### config.mk
export PLATFORM = sky130hd
export DESIGN_NAME = chtad_ctrl
export DESIGN_NICKNAME = d
export VERILOG_FILES = /design/src/rtl/chtad_pkg.sv /design/src/rtl/chtad_ctrl.sv
export VERILOG_INCLUDE_DIRS = /design/src /design/src/rtl
export SDC_FILE = /design/constraint.sdc
export NUM_CORES = 1
export LEC_CHECK = 0
export CAP_MARGIN = 20
export CORE_ASPECT_RATIO = 1.4
export CORE_UTILIZATION = 42
export DETAILED_ROUTE_END_ITERATION = 8
export DONT_BUFFER_PORTS = 1
export SKIP_LAST_GASP = 1
export SYNTH_ARGS = -nofsm -noshare
export SYNTH_HDL_FRONTEND = slang
export SYNTH_SLANG_ARGS = --single-unit
### constraint.sdc
create_clock -name clk -period 2.45 [get_ports clk]
set_input_delay 0.245 -clock clk [delete_from_list [all_inputs] [get_ports clk]]
set_output_delay 0.245 -clock clk [all_outputs]
set_load 0.02 [all_outputs]
### src/rtl/assert_macros.svh
// Assertion macros used by the table controller; expect clk and rst_n in scope.
`ifndef ASSERT_MACROS_SVH
`define ASSERT_MACROS_SVH

// Property checked at every clock edge outside reset.
`define CHK_PROP(label, prop, msg) \
  label: assert property (@(posedge clk) disable iff (!rst_n) (prop)) else $error(msg);

// A condition in one cycle implies a consequence in the next.
`define CHK_NEXT(label, cond, nxt, msg) \
  label: assert property (@(posedge clk) disable iff (!rst_n) (cond) |=> (nxt)) else $error(msg);

`endif

### src/rtl/chtad_pkg.sv
// Shared constants, types and command struct of the clustered hash table.
`timescale 1ns / 1ps

package chtad_pkg;

  // Table geometry; NUM_CLUSTERS is a power of two, at least 2.
  localparam int NUM_CLUSTERS = 4096;
  localparam int WAYS         = 4;
  localparam int DATE_PERIOD  = 16;

  localparam int ENTRIES    = NUM_CLUSTERS * WAYS;
  localparam int ADDR_W     = (ENTRIES > 1) ? $clog2(ENTRIES) : 1;
  localparam int CL_W       = $clog2(NUM_CLUSTERS);
  localparam int WAY_W      = (WAYS > 1) ? $clog2(WAYS) : 1;
  localparam int LOOK_CNT_W = $clog2(WAYS + 1);
  localparam int DATE_W     = $clog2(DATE_PERIOD);
  // age * 256 - depth, signed
  localparam int VAL_W      = DATE_W + 10;

  localparam logic [15:0]        NO_MOVE_RST     = 16'hFFFF;
  localparam logic signed [15:0] EMPTY_SCORE_RST = 16'sh8000;

  localparam int PADDR_W = 3;

  // register index, taken from paddr[2]
  typedef enum logic {
    REG_NO_MOVE     = 1'b0,
    REG_EMPTY_SCORE = 1'b1
  } reg_t;

  typedef enum logic [1:0] {
    REQ_STORE   = 2'd0,
    REQ_PROBE   = 2'd1,
    REQ_ADVANCE = 2'd2,
    REQ_CLEAR   = 2'd3
  } req_t;

  typedef struct packed {
    logic [31:0]        lock;
    logic [15:0]        move;
    logic signed [15:0] score;
    logic [1:0]         flag;
    logic [7:0]         depth;
    logic [DATE_W-1:0]  date;
  } entry_t;

  localparam int ENTRY_W = $bits(entry_t);

  typedef struct packed {
    logic [15:0]        no_move_code;
    logic signed [15:0] empty_score;
  } cfg_t;

  typedef struct packed {
    logic              req_load;
    logic              look_rd;
    logic [WAY_W-1:0]  look_way;
    logic              ev_en;
    logic [WAY_W-1:0]  ev_way;
    logic              fin;
    logic              sweep_wr;
    logic              sweep_init;
    logic [ADDR_W-1:0] sweep_addr;
  } cmd_t;

endpackage

### src/rtl/chtad_ctrl.sv
// Controller: sequences way lookups, table sweeps and result transfers.
`timescale 1ns / 1ps
`include "assert_macros.svh"

module chtad_ctrl (
  input  logic            clk,
  input  logic            rst_n,
  input  logic            in_valid,
  input  logic [1:0]      in_req_type,
  output logic            in_ready,
  output logic            out_valid,
  input  logic            out_ready,
  output chtad_pkg::cmd_t cmd
);

  localparam int CNT_W  = chtad_pkg::LOOK_CNT_W;
  localparam int WAY_W  = chtad_pkg::WAY_W;
  localparam int ADDR_W = chtad_pkg::ADDR_W;

  typedef enum logic [1:0] {ST_SWEEP, ST_IDLE, ST_LOOK, ST_FIN} state_t;

  state_t            state_r, state_nxt;
  logic [CNT_W-1:0]  lk_cnt_r, lk_cnt_nxt;
  logic [ADDR_W-1:0] sw_cnt_r, sw_cnt_nxt;
  logic              sw_init_r, sw_init_nxt;
  logic              out_valid_r, out_valid_nxt;
  logic              slot_free;
  logic [CNT_W-1:0]  ev_cnt;

  assign slot_free = !out_valid_r || out_ready;
  assign ev_cnt    = lk_cnt_r - CNT_W'(1);

  always_comb begin
    state_nxt   = state_r;
    lk_cnt_nxt  = lk_cnt_r;
    sw_cnt_nxt  = sw_cnt_r;
    sw_init_nxt = sw_init_r;
    in_ready    = 1'b0;

    cmd            = '0;
    cmd.look_way   = lk_cnt_r[WAY_W-1:0];
    cmd.ev_way     = ev_cnt[WAY_W-1:0];
    cmd.sweep_addr = sw_cnt_r;
    cmd.sweep_init = sw_init_r;

    unique case (state_r)
      ST_SWEEP: begin
        cmd.sweep_wr = 1'b1;
        if (sw_cnt_r == ADDR_W'(chtad_pkg::ENTRIES - 1)) begin
          sw_cnt_nxt  = '0;
          sw_init_nxt = 1'b0;
          // the pass after reset has no result; a clear request does
          state_nxt   = sw_init_r ? ST_IDLE : ST_FIN;
        end else begin
          sw_cnt_nxt = sw_cnt_r + ADDR_W'(1);
        end
      end
      ST_IDLE: begin
        in_ready = 1'b1;
        if (in_valid) begin
          cmd.req_load = 1'b1;
          unique case (chtad_pkg::req_t'(in_req_type)) inside
            chtad_pkg::REQ_STORE, chtad_pkg::REQ_PROBE: begin
              lk_cnt_nxt = '0;
              state_nxt  = ST_LOOK;
            end
            chtad_pkg::REQ_ADVANCE: state_nxt = ST_FIN;
            chtad_pkg::REQ_CLEAR: begin
              sw_cnt_nxt = '0;
              state_nxt  = ST_SWEEP;
            end
          endcase
        end
      end
      ST_LOOK: begin
        // read of way n overlaps the evaluation of way n-1
        cmd.look_rd = (lk_cnt_r < CNT_W'(chtad_pkg::WAYS));
        cmd.ev_en   = (lk_cnt_r != '0);
        if (lk_cnt_r == CNT_W'(chtad_pkg::WAYS)) begin
          state_nxt = ST_FIN;
        end else begin
          lk_cnt_nxt = lk_cnt_r + CNT_W'(1);
        end
      end
      ST_FIN: begin
        if (slot_free) begin
          cmd.fin   = 1'b1;
          state_nxt = ST_IDLE;
        end
      end
    endcase

    if (cmd.fin) begin
      out_valid_nxt = 1'b1;
    end else if (out_ready) begin
      out_valid_nxt = 1'b0;
    end else begin
      out_valid_nxt = out_valid_r;
    end
  end

  always_ff @(posedge clk) begin
    if (!rst_n) begin
      state_r     <= ST_SWEEP;
      lk_cnt_r    <= '0;
      sw_cnt_r    <= '0;
      sw_init_r   <= 1'b1;
      out_valid_r <= 1'b0;
    end else begin
      state_r     <= state_nxt;
      lk_cnt_r    <= lk_cnt_nxt;
      sw_cnt_r    <= sw_cnt_nxt;
      sw_init_r   <= sw_init_nxt;
      out_valid_r <= out_valid_nxt;
    end
  end

  assign out_valid = out_valid_r;

  `CHK_NEXT(a_accept_blocks, in_valid && in_ready, !in_ready, "request taken while busy")
  `CHK_NEXT(a_result_posted, cmd.fin, out_valid && in_ready, "result not posted after finish")
  `CHK_PROP(a_look_bound, (state_r == ST_LOOK) |-> (lk_cnt_r <= CNT_W'(chtad_pkg::WAYS)), "way counter overrun")

endmodule

; After elaboration in Yosys (flattened, before gate mapping)
; Cells that the tools add are included.
[word_totals]
ff_bits = 21
in_bits = 6
output_inout_bits = 26
word_cells = 62
[op_classes]
n_addsub = 3
magnitude_cmp = 1
eq_ne = 15
muxes = 25
n_reduce_logical = 13
[op_table]
columns = op, count
row1 = $mux 14, 3
row2 = $pmux 14 s2, 1
row3 = $add 14x1->14 const B, 1
row4 = $eq 14x14->1 const B, 1
row5 = $ne 2x2->1 const B, 6
row6 = $mux 1, 10
row7 = $mux 2, 5
row8 = $mux 3, 3
row9 = $eq 2x2->1 const B, 4
row10 = $pmux 2 s4, 1
row11 = $reduce_and 4->1, 2
row12 = $pmux 2 s3, 1
row13 = $pmux 3 s2, 1
row14 = $reduce_bool 2->1, 3
row15 = $eq 2x1->1 const B, 2
row16 = $logic_not 2->1, 2
row17 = $add 3x1->3 const B, 1
row18 = $eq 3x3->1 const B, 1
row19 = $lt 3x3->1 const B, 1
row20 = $reduce_and 3->1, 1
row21 = $reduce_bool 3->1, 1
row22 = $ne 2x1->1 const B, 1
row23 = $reduce_and 2->1, 1
row24 = $reduce_or 2->1, 1
row25 = other kinds (3), 3

; Logic depth before layout (Yosys ltp)
[logic_depth]
ltp_word = 5
mapped_depth = 6
depth_no_buf = 6

; Least setup slack after synthesis
; Ideal clock, no wire load.
[synth_timing]
path_kind = reg-to-reg
startpoint = register sw_cnt_r[0]
endpoint = register sw_cnt_r[11]
setup_ns = 0.144
arrival_ns = 1.806
t_required_ns = 2.306
slack_ns = 0.500
path_stages_with_launch = 7
n_path_buf = 1
period_less_slack_ns = 1.950
cell_sequence = dfxtp_1 > ha_1 > nand3_2 > or4_4 > buf_6 > a41oi_2 > a311oi_1
[synth_between]
elab_chain_len = 3
elab_cells_between_ends = 4
classes_between = 1 x add/sub / 1 x eq/ne / 2 x mux
[synth_lines]
columns = item, line
row1 = from (decl), chtad_ctrl.sv:24  ; logic [ADDR_W-1:0] sw_cnt_r, sw_cnt_nxt;
row2 = from (signal assigned), chtad_ctrl.sv:112  ; sw_cnt_r <= sw_cnt_nxt;
row3 = $add 14x1->14 or $eq 14x14->1 (tied branches), "chtad_ctrl.sv:55, chtad_ctrl.sv:49"
row4 = $mux 14 *, chtad_ctrl.sv:49  ; if (sw_cnt_r == ADDR_W'(chtad_pkg::ENTRIES - 1)) begin
row5 = $pmux 14 s2 *, chtad_ctrl.sv:46  ; unique case (state_r)
; Every way passes the cells marked *; elsewhere a longest branch is shown, timed or not.
; A chain may end at the register's enable or synchronous reset.

; Worst setup path after layout
[layout_timing]
startpoint = register sw_cnt_r[0]
endpoint = register sw_cnt_r[9]
; Same word-level chain as after synthesis.

==> parameters.txt <==
Parameter                              Value

Synthesis
  Cells after Synth    around 160
  Most instantiated library cell after synthesis    dfxtp_1
  Synthesis-stage register bit count    21
  Syn Nets    between 150 and 200
  Post-synth EDFFs    0
  Portion of synthesized cell area occupied by the leading cell type    32.34%
  Count of different cell masters after synthesis    48
  Most instantiated flip-flop cell in the synthesis netlist    dfxtp_1
  Sequential-to-total area share from yosys stat    32.34%
  Most area-hungry cell type in the Yosys netlist    dfxtp_1
  Ys async rst share    0%
  Synthesized area per cell    7.927 um2
  Yosys warning count    0
  Synth top cells by count    dfxtp_1 (21), a21oi_1 (18), nand2_1 (14)
  Biggest area contributors in the synthesized netlist    dfxtp_1 (32%), a21oi_1 (6.9%), nand3_1 (5.0%)
  Cell Area, Synth    0.001300 mm2

CTS
  Clock-pin slew of the registers on the worst-case setup and hold paths    0.08 ns
  Setup bufs post-CTS    0
  Largest buffer count on any clock path    2
  Number of gates given a new drive strength after cts    0
  Inserted Clock Buffers    3
  Clock sink count    21
  Cell chosen for the clock root    clkbuf_8
  Clock latency at the later pin of the worst-skew pair    0.26 ns
  H-tree level count    1
  CTS tree    done
  Total of hold buffers inserted after clock tree synthesis    0

STA
  Final Setup Violations    0
  RSZ-0062 raised after global routing    false
  Worst slew margin relative to its limit    60.38%
  Setup tns final    0 ns
  Number of pins with negative max-slew slack in the final report    0
  Part of the cycle the worst path needs    between 80% and 90%
  Transition time at the pin with the least slew margin    just under 0.6 ns
  F_max    0.4708 GHz
  Clock Skew    0.003819 ns
  Number of failing hold endpoints at the final stage    0
  Final critical-path required period    between 2 and 2.5 ns

Critical path
  Top delay family on crit path    simple AND/OR/NAND/NOR gates
  Element type at the critical path end    register
  Startpoint class of the critical path    register
  Critical path class    reg -> reg
  Critical path cell sequence    ha_1 -> nand3_2 -> nor4_2 -> buf_4 -> nor4b_1 -> o221a_2
  Critical path buffers and inverters    1
  Maximum fanout along the worst path    7
  Cell with the largest stage delay on the worst path    dfxtp_1
  Largest stage delay, worst path    roughly 0.54 ns
  Required time of the worst setup path    approximately 2.6 ns
  Data arrival time of the worst path    2.28 ns

Global route
  Maximum number of pins on one net before global-route repair    18
  Wire length of the first global-routing pass    between 5000 and 6000 um
  Antenna violations before repair    0
  Total global routing track utilization    20.99%
  Via count of the first global-routing pass    1167
  Total global routing overflow    0

Final layout
  Final core utilization    47.61%
  NumNets Final    175
  Count of filler cells inserted in the layout    between 200 and 300
  Combined area of the multi-input logic cells    ~760 um2
  Share of post-route cells with drive strength above 1    between 10% and 20%
  Area growth from synthesis to layout    6.449%
  Sequential cell area    ~420 um2
  Number of antenna diodes    0

Pwr
  Worst VDD drop    0.0002739 V
  Total Power Consumption    about 600 uW
  Cell-internal power    470.4 uW
  Relative contribution of sequential cells to total power    58.6%
  Combinational fraction of design power    4.0%
  Fraction of power spent switching nets    ~22%
  Cell area power density    ~440 mW/mm2
  Clock network fraction of design power    37.5%
  Static Leak    0.0004824 uW
  Net switching power    132.8 uW

Routing
  DRC errors left    0
  Post-route antenna net violation count    0
  Post-DR vias/cell    6.139
  Final Routed Wirelength    3251 um
  DR pass1 iterations    4
  Vias    1240
  Detail-routed net length per standard cell    between 15 and 20 um
  Starting DRT DRC Count    41

Run status
  Outcome    completed

Floorplanning
  Die X-Extent    49.02 um
  Die area    0.003325 mm2
  I/O pin count    32
  Placement row count    23
  Starting density of the core    44.73%
  Core area    0.002907 mm2
  Height of the die    67.83 um

Run
  Max-Cap Viols    0

Place
  PortBufs    0
  Weighted congestion reported at the end of routability-driven placement    0.8585
  Final HPWL DP    2351 um

Min path
  Kind of path behind the tightest hold check    in -> reg
[cell type report]
type / count / share of cell area [%]
inverter: 9 / 2.441
clock buffer: 4 / 3.255
timing repair buffer: 10 / 5.425
tap: 37 / 3.345
multi-input combinational: 121 / 55.15
sequential: 21 / 30.38
[kinds of logic after synthesis]
logic type / synth area share [%]
AO/OA/AOI/OAI: 20.79
adder cells (fa/ha/maj): 2.888
buffers and inverters: 8.951
flip-flops: 32.34
AND/OR/NAND/NOR: 34.36
XOR/XNOR: 0.6738
[through the flow]
stage	cells	setup slack, ns	hold WS (ns)	cell area [um2]
3_3_place_gp	198	0.4257	0.3128	1339
5_1_grt	202	0.2026	0.04132	1384
2_1_floorplan	164	0.4999	0.4389	1300
6_report	202	0.3258	0.04912	1384
4_1_cts	202	0.3357	0.04072	1384
3_5_place_dp	198	0.3679	0.3164	1339
[flip-flops by register name (all words and copies together), names as in the netlist]
signal,count
lk_cnt_r,3
out_valid,1
state_r,2
sw_init_r,1
sw_cnt_r,14
[layout by cell type (no fill, tap or decap), types with 2 or more instances in the layout]
master | netlist | routed
a21o_1 | 2 | 2
nand3_1 | 13 | 13
clkinv_1 | 2 | 2
nand2b_1 | 3 | 3
ha_1 | 3 | 3
nand4_1 | 9 | 9
o21ai_0 | 4 | 4
a311oi_1 | 2 | 2
buf_4 | 4 | 10
nor2_1 | 8 | 8
nor3_1 | 3 | 3
a31oi_1 | 3 | 3
nor4_1 | 3 | 3
nand3b_1 | 3 | 3
or3_1 | 3 | 3
nand2_1 | 14 | 14
nor2b_1 | 3 | 3
a21oi_1 | 18 | 18
dfxtp_1 | 21 | 21
or4_1 | 2 | 2
o211ai_1 | 2 | 2
clkbuf_8 | 0 | 3
inv_1 | 7 | 7
[metal layers]
metal,vias up,part of all wire (%),track usage (%)
met5,-,0,0
met4,0,0.62,9.926
met3,2,4.5,3.111
met2,35,54,39.24
met1,590,41,23.44
li1,613,-,-
[power by group through the flow]
stage	logic, uW	registers (uW)	clock network (uW)
finish	23.9	353	226
global route	26.5	354	252
CTS	24.4	353	237
detailed placement	24.2	361	0
global placement	23.5	360	0
floorplan	15.7	363	0
[path summary, 6_finish.rpt]
check | startpoint | endpoint | slack, ns | cells past startpoint
worst min-delay path | rst_n | sw_init_r | 0.05 | 1
worst max register to register | sw_cnt_r[0] | sw_cnt_r[9] | 0.33 | 6
worst max-delay path | sw_cnt_r[0] | sw_cnt_r[9] | 0.33 | 6
worst min register to register | lk_cnt_r[2] | lk_cnt_r[2] | 0.60 | 3
No activity file was read; power rests on OpenSTA's default activity.
