File: src/rtl/assert_macros.svh
// Assertion macros used by the table controller; expect clk and rst_n in scope.
`ifndef ASSERT_MACROS_SVH
`define ASSERT_MACROS_SVH

// Property checked at every clock edge outside reset.
`define CHK_PROP(label, prop, msg) \
  label: assert property (@(posedge clk) disable iff (!rst_n) (prop)) else $error(msg);

// A condition in one cycle implies a consequence in the next.
`define CHK_NEXT(label, cond, nxt, msg) \
  label: assert property (@(posedge clk) disable iff (!rst_n) (cond) |=> (nxt)) else $error(msg);

`endif

File: src/rtl/chtad_pkg.sv
// Shared constants, types and command struct of the clustered hash table.
`timescale 1ns / 1ps

package chtad_pkg;

  // Table geometry; NUM_CLUSTERS is a power of two, at least 2.
  localparam int NUM_CLUSTERS = 4096;
  localparam int WAYS         = 4;
  localparam int DATE_PERIOD  = 16;

  localparam int ENTRIES    = NUM_CLUSTERS * WAYS;
  localparam int ADDR_W     = (ENTRIES > 1) ? $clog2(ENTRIES) : 1;
  localparam int CL_W       = $clog2(NUM_CLUSTERS);
  localparam int WAY_W      = (WAYS > 1) ? $clog2(WAYS) : 1;
  localparam int LOOK_CNT_W = $clog2(WAYS + 1);
  localparam int DATE_W     = $clog2(DATE_PERIOD);
  // age * 256 - depth, signed
  localparam int VAL_W      = DATE_W + 10;

  localparam logic [15:0]        NO_MOVE_RST     = 16'hFFFF;
  localparam logic signed [15:0] EMPTY_SCORE_RST = 16'sh8000;

  localparam int PADDR_W = 3;

  // register index, taken from paddr[2]
  typedef enum logic {
    REG_NO_MOVE     = 1'b0,
    REG_EMPTY_SCORE = 1'b1
  } reg_t;

  typedef enum logic [1:0] {
    REQ_STORE   = 2'd0,
    REQ_PROBE   = 2'd1,
    REQ_ADVANCE = 2'd2,
    REQ_CLEAR   = 2'd3
  } req_t;

  typedef struct packed {
    logic [31:0]        lock;
    logic [15:0]        move;
    logic signed [15:0] score;
    logic [1:0]         flag;
    logic [7:0]         depth;
    logic [DATE_W-1:0]  date;
  } entry_t;

  localparam int ENTRY_W = $bits(entry_t);

  typedef struct packed {
    logic [15:0]        no_move_code;
    logic signed [15:0] empty_score;
  } cfg_t;

  typedef struct packed {
    logic              req_load;
    logic              look_rd;
    logic [WAY_W-1:0]  look_way;
    logic              ev_en;
    logic [WAY_W-1:0]  ev_way;
    logic              fin;
    logic              sweep_wr;
    logic              sweep_init;
    logic [ADDR_W-1:0] sweep_addr;
  } cmd_t;

endpackage

File: src/rtl/chtad_cfg.sv
// APB-style configuration registers: no-move code and empty score.
`timescale 1ns / 1ps

module chtad_cfg (
  input  logic                         clk,
  input  logic                         rst_n,
  input  logic                         psel,
  input  logic                         penable,
  input  logic                         pwrite,
  input  logic [chtad_pkg::PADDR_W-1:0] paddr,
  input  logic [31:0]                  pwdata,
  output logic [31:0]                  prdata,
  output logic                         pready,
  output chtad_pkg::cfg_t              cfg
);

  logic [15:0]        no_move_r;
  logic signed [15:0] empty_score_r;
  chtad_pkg::reg_t    reg_idx;
  logic               wr_fire;

  // registers sit at byte offsets 0 and 4; low address bits are ignored
  assign reg_idx = chtad_pkg::reg_t'(paddr[2]);
  assign wr_fire = psel && penable && pwrite;
  assign pready  = 1'b1;

  always_ff @(posedge clk) begin
    if (!rst_n) begin
      no_move_r     <= chtad_pkg::NO_MOVE_RST;
      empty_score_r <= chtad_pkg::EMPTY_SCORE_RST;
    end else if (wr_fire) begin
      unique case (reg_idx)
        chtad_pkg::REG_NO_MOVE:     no_move_r     <= pwdata[15:0];
        chtad_pkg::REG_EMPTY_SCORE: empty_score_r <= signed'(pwdata[15:0]);
      endcase
    end
  end

  always_comb begin
    unique case (reg_idx)
      chtad_pkg::REG_NO_MOVE:     prdata = {16'b0, no_move_r};
      chtad_pkg::REG_EMPTY_SCORE: prdata = {16'b0, empty_score_r};
    endcase
  end

  assign cfg.no_move_code = no_move_r;
  assign cfg.empty_score  = empty_score_r;

endmodule

File: config.mk
export PLATFORM = sky130hd
export DESIGN_NAME = chtad_cfg
export DESIGN_NICKNAME = d
export VERILOG_FILES = /design/src/rtl/assert_macros.svh /design/src/rtl/chtad_pkg.sv /design/src/rtl/chtad_cfg.sv
export SDC_FILE = /design/constraint.sdc
export NUM_CORES = 1
export LEC_CHECK = 0
export ABC_AREA = 1
export BUFFER_PORTS_ARGS = -buffer_cell sky130_fd_sc_hd__buf_2
export CORE_MARGIN = 2
export CORE_UTILIZATION = 46
export DETAILED_ROUTE_END_ITERATION = 10
export MAX_ROUTING_LAYER = met4
export PLACE_DENSITY = 0.94
export SYNTH_ARGS = -nofsm -noshare
export SYNTH_HDL_FRONTEND = slang
export SYNTH_SLANG_ARGS = --single-unit
File: constraint.sdc
create_clock -name clk -period 1.99 [get_ports clk]
set_input_delay 0 -clock clk [delete_from_list [all_inputs] [get_ports clk]]
set_output_delay 0 -clock clk [all_outputs]
set_load 0.02 [all_outputs]
**Word level (Yosys, flattened, before mapping)**

Index checks and enable logic that the tools add are counted.

- Register bits: 32
- Output and inout bits: 65

- Multiplexer cells: 1
- Bitwise logic cells: 1
- Reduce and logical (&&, ||, !) cells: 4

Operators with widths:

| kind | number |
|---|---|
| one-hot mux 32 bit (2 select lines) | 1 |
| AND reduction 2 bit | 2 |
| logical AND 1 bit | 2 |
| inverter 1 bit | 1 |

**Depth between registers and ports, before layout**

Gate-level depths: netlist of the first run.

- Depth in word-level cells: 3
- Gate-level depth with buffers: 6

**Worst setup path before layout of the first run**

OpenSTA, ideal clock, no wires.

- Path kind: register to output
- Start: reg empty_score_r[10]
- End: out prdata[10]
- Arrival: 0.691 ns
- Path slack: 1.299 ns
- Cell stages (with the launch flop): 3
- Path buffers: 0
- Cell sequence: dfxtp_1 nand2_1 nand2_1

- Longest elaborated chain between the ends: 1

Ends and longest elaborated chain:

| element | line | text |
|---|---|---|
| from (decl) | chtad_cfg.sv:18 | `logic signed [15:0] empty_score_r;` |
| from (signal assigned) | chtad_cfg.sv:30 | `empty_score_r <= chtad_pkg::EMPTY_SCORE_RST;` |
| from (signal assigned) | chtad_cfg.sv:34 | `chtad_pkg::REG_EMPTY_SCORE: empty_score_r <= signed'(pwdata[15:0]);` |
| one-hot mux 32 bit (2 select lines) | chtad_cfg.sv:40 | `unique case (reg_idx)` |
| to (decl) | chtad_cfg.sv:12 | `output logic [31:0] prdata,` |

No other way between the ends. The select of a mux whose other input is x is not followed.

**Worst setup path in the final report of the first run**

- Start: reg empty_score_r[14]
- End: out prdata[14]

The elaborated chain is that of the path after synthesis.

==> flow_metrics.env, run 1 <==
export IMPL_ant_nets=0
export IMPL_critPathLaunch="empty_score_r[14]"
export IMPL_slowest_stage="dfxtp_1"
export IMPL_crit_fanout=3
export IMPL_ys_types=19
export IMPL_r2r_start="no_move_r[3]"
export IMPL_track_usage_pct=22.34
export IMPL_nNetsFinal=364
export IMPL_drt_total_wl_mm=4.242
export IMPL_min_path_type="in -> reg"
export IMPL_min_from="paddr[2]"
export IMPL_report_final_slew_viol_count=0
export IMPL_core_area_sq_mm=0.003416
export IMPL_worst_setup_path_end_kind="primary output"
export IMPL_initial_utilization_pct=49.38
export IMPL_slew_limit_headroom_pct=60.90
export IMPL_ys_seq_area_share_pct=37.98
export IMPL_cp_required_ps=1990
export IMPL_h_tree_depth=2
export IMPL_ys_ff_latch=32
export IMPL_fmax_ghz=0.9994
export IMPL_p_leak_nw=1.189
export IMPL_vias=1708
export IMPL_rows=21
export IMPL_powerDensity_mw_per_mm2=634.0
export IMPL_place_inst=347
export IMPL_drt_iter0_markers=138
export IMPL_worst_hold_path_endpoint="no_move_r[14]"
export IMPL_gr_total_overflow=0
export IMPL_die_w_um=64.55
export IMPL_fin_tns_setup_ps=0
export IMPL_reg2reg_to="no_move_r[3]"
export IMPL_path_class="reg -> out"
export IMPL_crit_chain="nand2_1, nand2_1, buf_2"
export IMPL_cp_common_cell="nand2_1"
export IMPL_die_y_um=64.55
export IMPL_cts_tree="yes"
export IMPL_max_cap_violations=0
export IMPL_post_cts_buffers=0
export IMPL_synth_area_sq_mm=0.001687
export IMPL_worst_slew_pin_slew_ps=586.5
export IMPL_layout_min_cycle_time_ps=1001
export IMPL_grt_max_degree=33
export IMPL_via_per_inst=4.604
export IMPL_synth_async_reset_ratio_pct=0
export IMPL_drive_gt1_share_pct=31.38
export IMPL_grt_pass1_wl_mm=7.072
export IMPL_startpoint_type="register"
export IMPL_die_area_sq_mm=0.004167
export IMPL_portBuffers=69
export IMPL_ir_drop_uv=431.0
export IMPL_synth_edff_count=0
export IMPL_rsz0062_at_grt="no"
export IMPL_setup_viol=0
export IMPL_grt_pass1_vias=1621
export IMPL_cts_root_buf="clkbuf_4"
export IMPL_worstRegToRegCells=2
export IMPL_design_area_sq_mm=0.002158
export IMPL_final_period_utilization_pct=50.28
export IMPL_avgSynthCellArea_sq_um=6.884
export IMPL_num_io_pins=105
export IMPL_max_stage_delay_ps=400
export IMPL_clkLatencyLatePin_ps=310
export IMPL_final_setup_skew_ps=0
export IMPL_drc=0
export IMPL_syn_inst=245
export IMPL_stdcell_count=371
export IMPL_wire_per_inst_um=11.43
export IMPL_gp_congestion=0.7383
export IMPL_yosysWarnings=0
export IMPL_reg2reg_setup_slack_ps=1360
export IMPL_arrival_ps=1000
export IMPL_status="complete, no violations"
export IMPL_first_pass_iters=4
export IMPL_clock_sinks=32
export IMPL_synthFlopType="dfxtp_1"
export IMPL_clk_pin_slew_worst_paths_ps=100
export IMPL_numCtsBuffers=5
export IMPL_antenna_found_initial=0
export IMPL_dpl_hpwl_mm=2.643
export IMPL_min_path_cells=4
export IMPL_diodes=0
export IMPL_placed_cell_area_sq_mm=0.001939
export IMPL_area_growth_pct=27.97
export IMPL_finalHoldViolations=0
export IMPL_ctsLongestPathBuffers=2
## power breakdown
| group | internal [W] | switching [W] |
|---|---|---|
| Sequential | 0.000663 | 0.0000177 |
| Combinational | 0.000104 | 0.000205 |
| Clock | 0.000174 | 0.000204 |
## cells in the final DEF, fill, tap and decap left out
cell type / synthesis / final
inv_1: 16 / 16
conb_1: 2 / 17
nand2_1: 96 / 96
o21ai_0: 1 / 1
buf_2: 3 / 69
nor2_2: 18 / 18
nand3_1: 31 / 31
clkbuf_4: 0 / 5
inv_4: 1 / 1
clkbuf_1: 4 / 2
buf_4: 18 / 1
dlygate4sd3_1: 0 / 16
nand3_2: 2 / 2
dfxtp_1: 32 / 32
nand2_4: 1 / 1
nor2_4: 2 / 2
nor2_8: 1 / 1
nor2_1: 12 / 12
clkbuf_8: 0 / 1
nand2_2: 1 / 1
## worst max-delay path: cells and delay by family (launching register included)
kind	cells	cell delay (ps)
and+or+nand+nor	2	120
buffers and inverters	1	160
DFF	1	400
## metal layers
layer,routed length [um],vias to the layer above,global-route usage (%)
met5,0,-,-
met1,1703,772,22.04
met4,31,0,6.915
met2,2286,66,42.84
met3,220,4,5.556
li1,-,866,-
## cell families after synthesis
group           count (synthesis)  share of synthesized area, %
compound gates                  1                        0.2965
buf+inv                        46                         16.62
flops                          32                         37.98
other cells                     2                        0.4453
simple gates                  164                         44.66
## sequential cells by signal, summed over array words and instances, names as in the netlist
| signal | cells |
|---|---|
| empty_score_r | 16 |
| no_move_r | 16 |
## repair_timing
action | CTS | global route
hold buffers | 16 | 0
gates resized for setup | 0 | 0
endpoints found under the hold margin | 20 | 0
## layout make-up
cell class | count | area (sq um)
inverters | 17 | 66.31
fillers | 331 | 1257
repair buffers | 86 | 513.0
flip-flops and latches | 32 | 640.6
clock buffers | 8 | 58.81
well taps | 46 | 57.56
multi-input cells | 182 | 822.0
## worst max-delay path by stage
stage | to | slack [ps]
2_1_floorplan | prdata[10] | 1300
3_3_place_gp | no_move_r[1] | 910
3_5_place_dp | no_move_r[5] | 860
4_1_cts | prdata[14] | 970
5_1_grt | prdata[14] | 900
6_report | prdata[14] | 990
## through the flow
stage / util [%] / hold slack [ps] / total power (W) / worst slack [ps]
6_report: 63.19 / 122.4 / 0.001368 / 989.4
5_1_grt: 63.19 / 111.5 / 0.001453 / 899.5
4_1_cts: 63.19 / 103.2 / 0.001379 / 965.5
3_5_place_dp: 56.78 / 234.1 / 0.0009786 / 862.0
3_3_place_gp: 56.78 / 224.6 / 0.0009718 / 908.1
2_1_floorplan: - / 116.9 / 0.0009200 / 1299
## cell usage after synthesis, types with 2 or more instances
master / instances / area [sq um]
clkbuf_1: 4 / 15.01
buf_2: 3 / 15.01
nand3_1: 31 / 155.2
nor2_2: 18 / 112.6
nor2_1: 12 / 45.04
nand2_1: 96 / 360.4
nor2_4: 2 / 22.52
buf_4: 18 / 135.1
conb_1: 2 / 7.510
dfxtp_1: 32 / 640.6
inv_1: 16 / 60.06
nand3_2: 2 / 20.02
buf_6: 3 / 33.78
No activity file was read; power rests on OpenSTA's default activity.
==> run 2, diff against run 1 <==
Settings changed: ABC_AREA 1 to 0, CORE_UTILIZATION 46 to 43, PLACE_DENSITY 0.94 to 0.89.
Clock period 1.99 ns to 0.95 ns, I/O delays scaled along.
==> run 2 against run 1 <==
Net effect:
- the run now ends with negative setup slack left
- via count fell by 9.8%
- first-iteration DRC count fell by 69%
- largest power group unchanged
- cell area rose by 24%
==> flow_metrics.env, run 2 <==
export IMPL_status="complete, but fails checks"
export IMPL_violations="negative setup slack"
export IMPL_core_area_sq_mm=0.003744
export IMPL_final_period_utilization_pct=107.2
export IMPL_synth_top_cells_by_count="33 x nor2b_1, 32 x dfxtp_1, 32 x mux2i_1, 30 x nand2_1, 18 x buf_4"
export IMPL_whs_ps=184.6
export IMPL_track_usage_pct=21.67
export IMPL_mostFrequentLayoutCell="buf_2"
export IMPL_grt_pass1_vias=1548
export IMPL_syn_inst=177
export IMPL_area_growth_pct=57.14
export IMPL_synth_async_reset_ratio_pct=0
export IMPL_max_stage_delay_ps=320
export IMPL_min_path_type="in -> reg"
export IMPL_drive_gt1_share_pct=54.48
export IMPL_arrival_ps=1020
export IMPL_worstRegToRegCells=3
export IMPL_ys_seq_area_share_pct=37.51
export IMPL_place_inst=286
export IMPL_ir_drop_uv=647.0
export IMPL_grt_pass1_wl_mm=6.913
export IMPL_ant_nets=0
export IMPL_drt_total_wl_mm=4.661
export IMPL_synth_compound_gate_area_share_pct=0
export IMPL_drc=0
export IMPL_clk_pin_slew_worst_paths_ps=60
export IMPL_synth_top_family_by_area="multiplexers"
export IMPL_ys_types=13
export IMPL_reg2reg_to="no_move_r[13]"
export IMPL_maxUsedRoutingLayer="met4"
export IMPL_ys_ff_latch=32
export IMPL_design_area_sq_mm=0.002684
export IMPL_utilization_pct=71.69
export IMPL_slowest_stage="dfxtp_2"
export IMPL_placed_cell_area_sq_mm=0.002038
export IMPL_drt_iter0_markers=43
export IMPL_min_from="rst_n"
export IMPL_initial_utilization_pct=45.62
export IMPL_worst_setup_path_end_kind="primary output"
export IMPL_gp_congestion=0.6803
export IMPL_crit_chain="mux2_4, buf_6"
export IMPL_finalHoldViolations=0
export IMPL_max_cap_violations=0
export IMPL_num_io_pins=105
export IMPL_crit_fanout=2
export IMPL_min_path_cells=3
export IMPL_gr_total_overflow=0
export IMPL_stdcell_count=338
export IMPL_path_class="reg -> out"
export IMPL_portBuffers=69
export IMPL_clkLatencyLatePin_ps=270
export IMPL_fmax_ghz=0.9821
export IMPL_dpl_hpwl_mm=2.612
export IMPL_clock_sinks=32
export IMPL_reg_top3="empty_score_r (16), no_move_r (16)"
export IMPL_die_y_um=67.02
export IMPL_wl_met3_um=215
export IMPL_diodes=0
export IMPL_setup_ws_ps=-68.24
export IMPL_met1Wirelength_mm=1.644
export IMPL_cts_tree="yes"
export IMPL_synth_adder_area_share_pct=0
export IMPL_report_final_slew_viol_count=0
export IMPL_avgSynthCellArea_sq_um=9.649
export IMPL_rows=22
export IMPL_r2r_start="no_move_r[13]"
export IMPL_p_leak_nw=1.202
export IMPL_startpoint_type="register"
export IMPL_yosysTopAreaCell="dfxtp_1"
export IMPL_die_area_sq_mm=0.004492
export IMPL_via_per_inst=4.559
export IMPL_antenna_found_initial=0
export IMPL_cts_root_buf="clkbuf_8"
export IMPL_cp_required_ps=950
export IMPL_synth_xor_area_share_pct=0
export IMPL_synth_area_sq_mm=0.001708
export IMPL_muxShareOfSynthArea_pct=29.30
export IMPL_ctsLongestPathBuffers=2
export IMPL_h_tree_depth=2
export IMPL_final_setup_skew_ps=0
export IMPL_wire_per_inst_um=13.79
export IMPL_met2_length_mm=2.686
export IMPL_yosys_area_share_simple_pct=19.78
export IMPL_rsz0062_at_grt="yes"
export IMPL_yosysTopAreaCellShare_pct=37.51
export IMPL_nNetsFinal=329
export IMPL_layout_min_cycle_time_ps=1018
export IMPL_setup_viol=16
export IMPL_first_pass_iters=4
export IMPL_numCtsBuffers=5
export IMPL_synth_edff_count=0
export IMPL_synthFlopType="dfxtp_1"
export IMPL_reg2reg_setup_slack_ps=120
export IMPL_critPathLaunch="no_move_r[2]"
export IMPL_vias=1541
export IMPL_yosysWarnings=0
export IMPL_worst_hold_path_endpoint="no_move_r[13]"
export IMPL_die_w_um=67.02
export IMPL_powerDensity_mw_per_mm2=1181
export IMPL_grt_max_degree=33
export IMPL_synthTopCellsByArea="dfxtp_1 38%, mux2i_1 19%, nor2b_1 12%"
export IMPL_final_cell_mix="53 x buf_2, 33 x nor2b_1, 32 x mux2i_1, 32 x dfxtp_2, 32 x buf_4"
export IMPL_total_power_w=0.003170
export IMPL_synth_most_common_cell="nor2b_1"
==> run 2: cell count changes in the layout (fill, tap and decap cells not counted), sizes merged, moves of 16 or more <==
cell   previous run  this run
mux2i             0        32
nor2             33         0
nand2            98        30
nand3            33         0
mux2              0        16
buf              70       104
nor2b             0        33
inv              17         0
==> run 2: worst max-delay path by stage <==
stage	to	cells past startpoint
after floorplan	no_move_r[0]	5
after global placement	no_move_r[3]	4
after detailed placement	no_move_r[6]	4
after CTS	prdata[6]	2
after global routing	prdata[4]	2
final	prdata[2]	2
==> run 2: final cells by class <==
class / count / area [sq um]
Sequential cell: 32 / 680.7
Clock buffer: 8 / 90.09
Fill cell: 295 / 1060
Timing Repair Buffer: 120 / 905.9
Tap cell: 48 / 60.06
Multi-Input combinational cell: 130 / 947.2
==> run 2: stage by stage <==
stage / setup TNS (ps) / worst slack, ps
floorplan: 0 / 86.55
global placement: 0 / 95.75
detailed placement: 0 / 66.56
CTS: -730.4 / -57.14
global route: -1202 / -87.51
finish: -744.7 / -68.24
==> run 2: cells by family (layout without fill, tap and decap cells) <==
kind of cell,after synthesis,in the layout
buf+inv,30,128
flops,32,32
mux,48,48
other cells,2,17
simple gates,65,65
==> run 2: routing by layer <==
| metal | vias to the layer above | GRT usage [%] |
|---|---|---|
| met2 | 53 | 41.09 |
| met3 | 13 | 4.899 |
| met1 | 710 | 20.37 |
| met4 | 0 | 10.20 |
| li1 | 765 | - |
| met5 | - | - |
==> run 2: what timing repair did <==
action | in CTS | in global routing
endpoints found under the setup margin | 16 | 16
hold buffers | 16 | 0
buffers inserted | 27 | 1
hold endpoints to repair | 22 | 0
cloned | 0 | 0
gates resized for setup | 76 | 0
==> run 2: power by group <==
part | leakage, nW | switching (W) | internal [W] | total (W)
Combinational | 0.898 | 0.000358 | 0.000361 | 0.000719
Sequential | 0.259 | 0.0000181 | 0.00138 | 0.00140
Clock | 0.0455 | 0.000465 | 0.000590 | 0.00106
==> run 2: critical path: cells and delay by family, from the launching register on <==
family	cells	cell delay (ps)
buf+inv	1	130
flops	1	320
mux	1	280
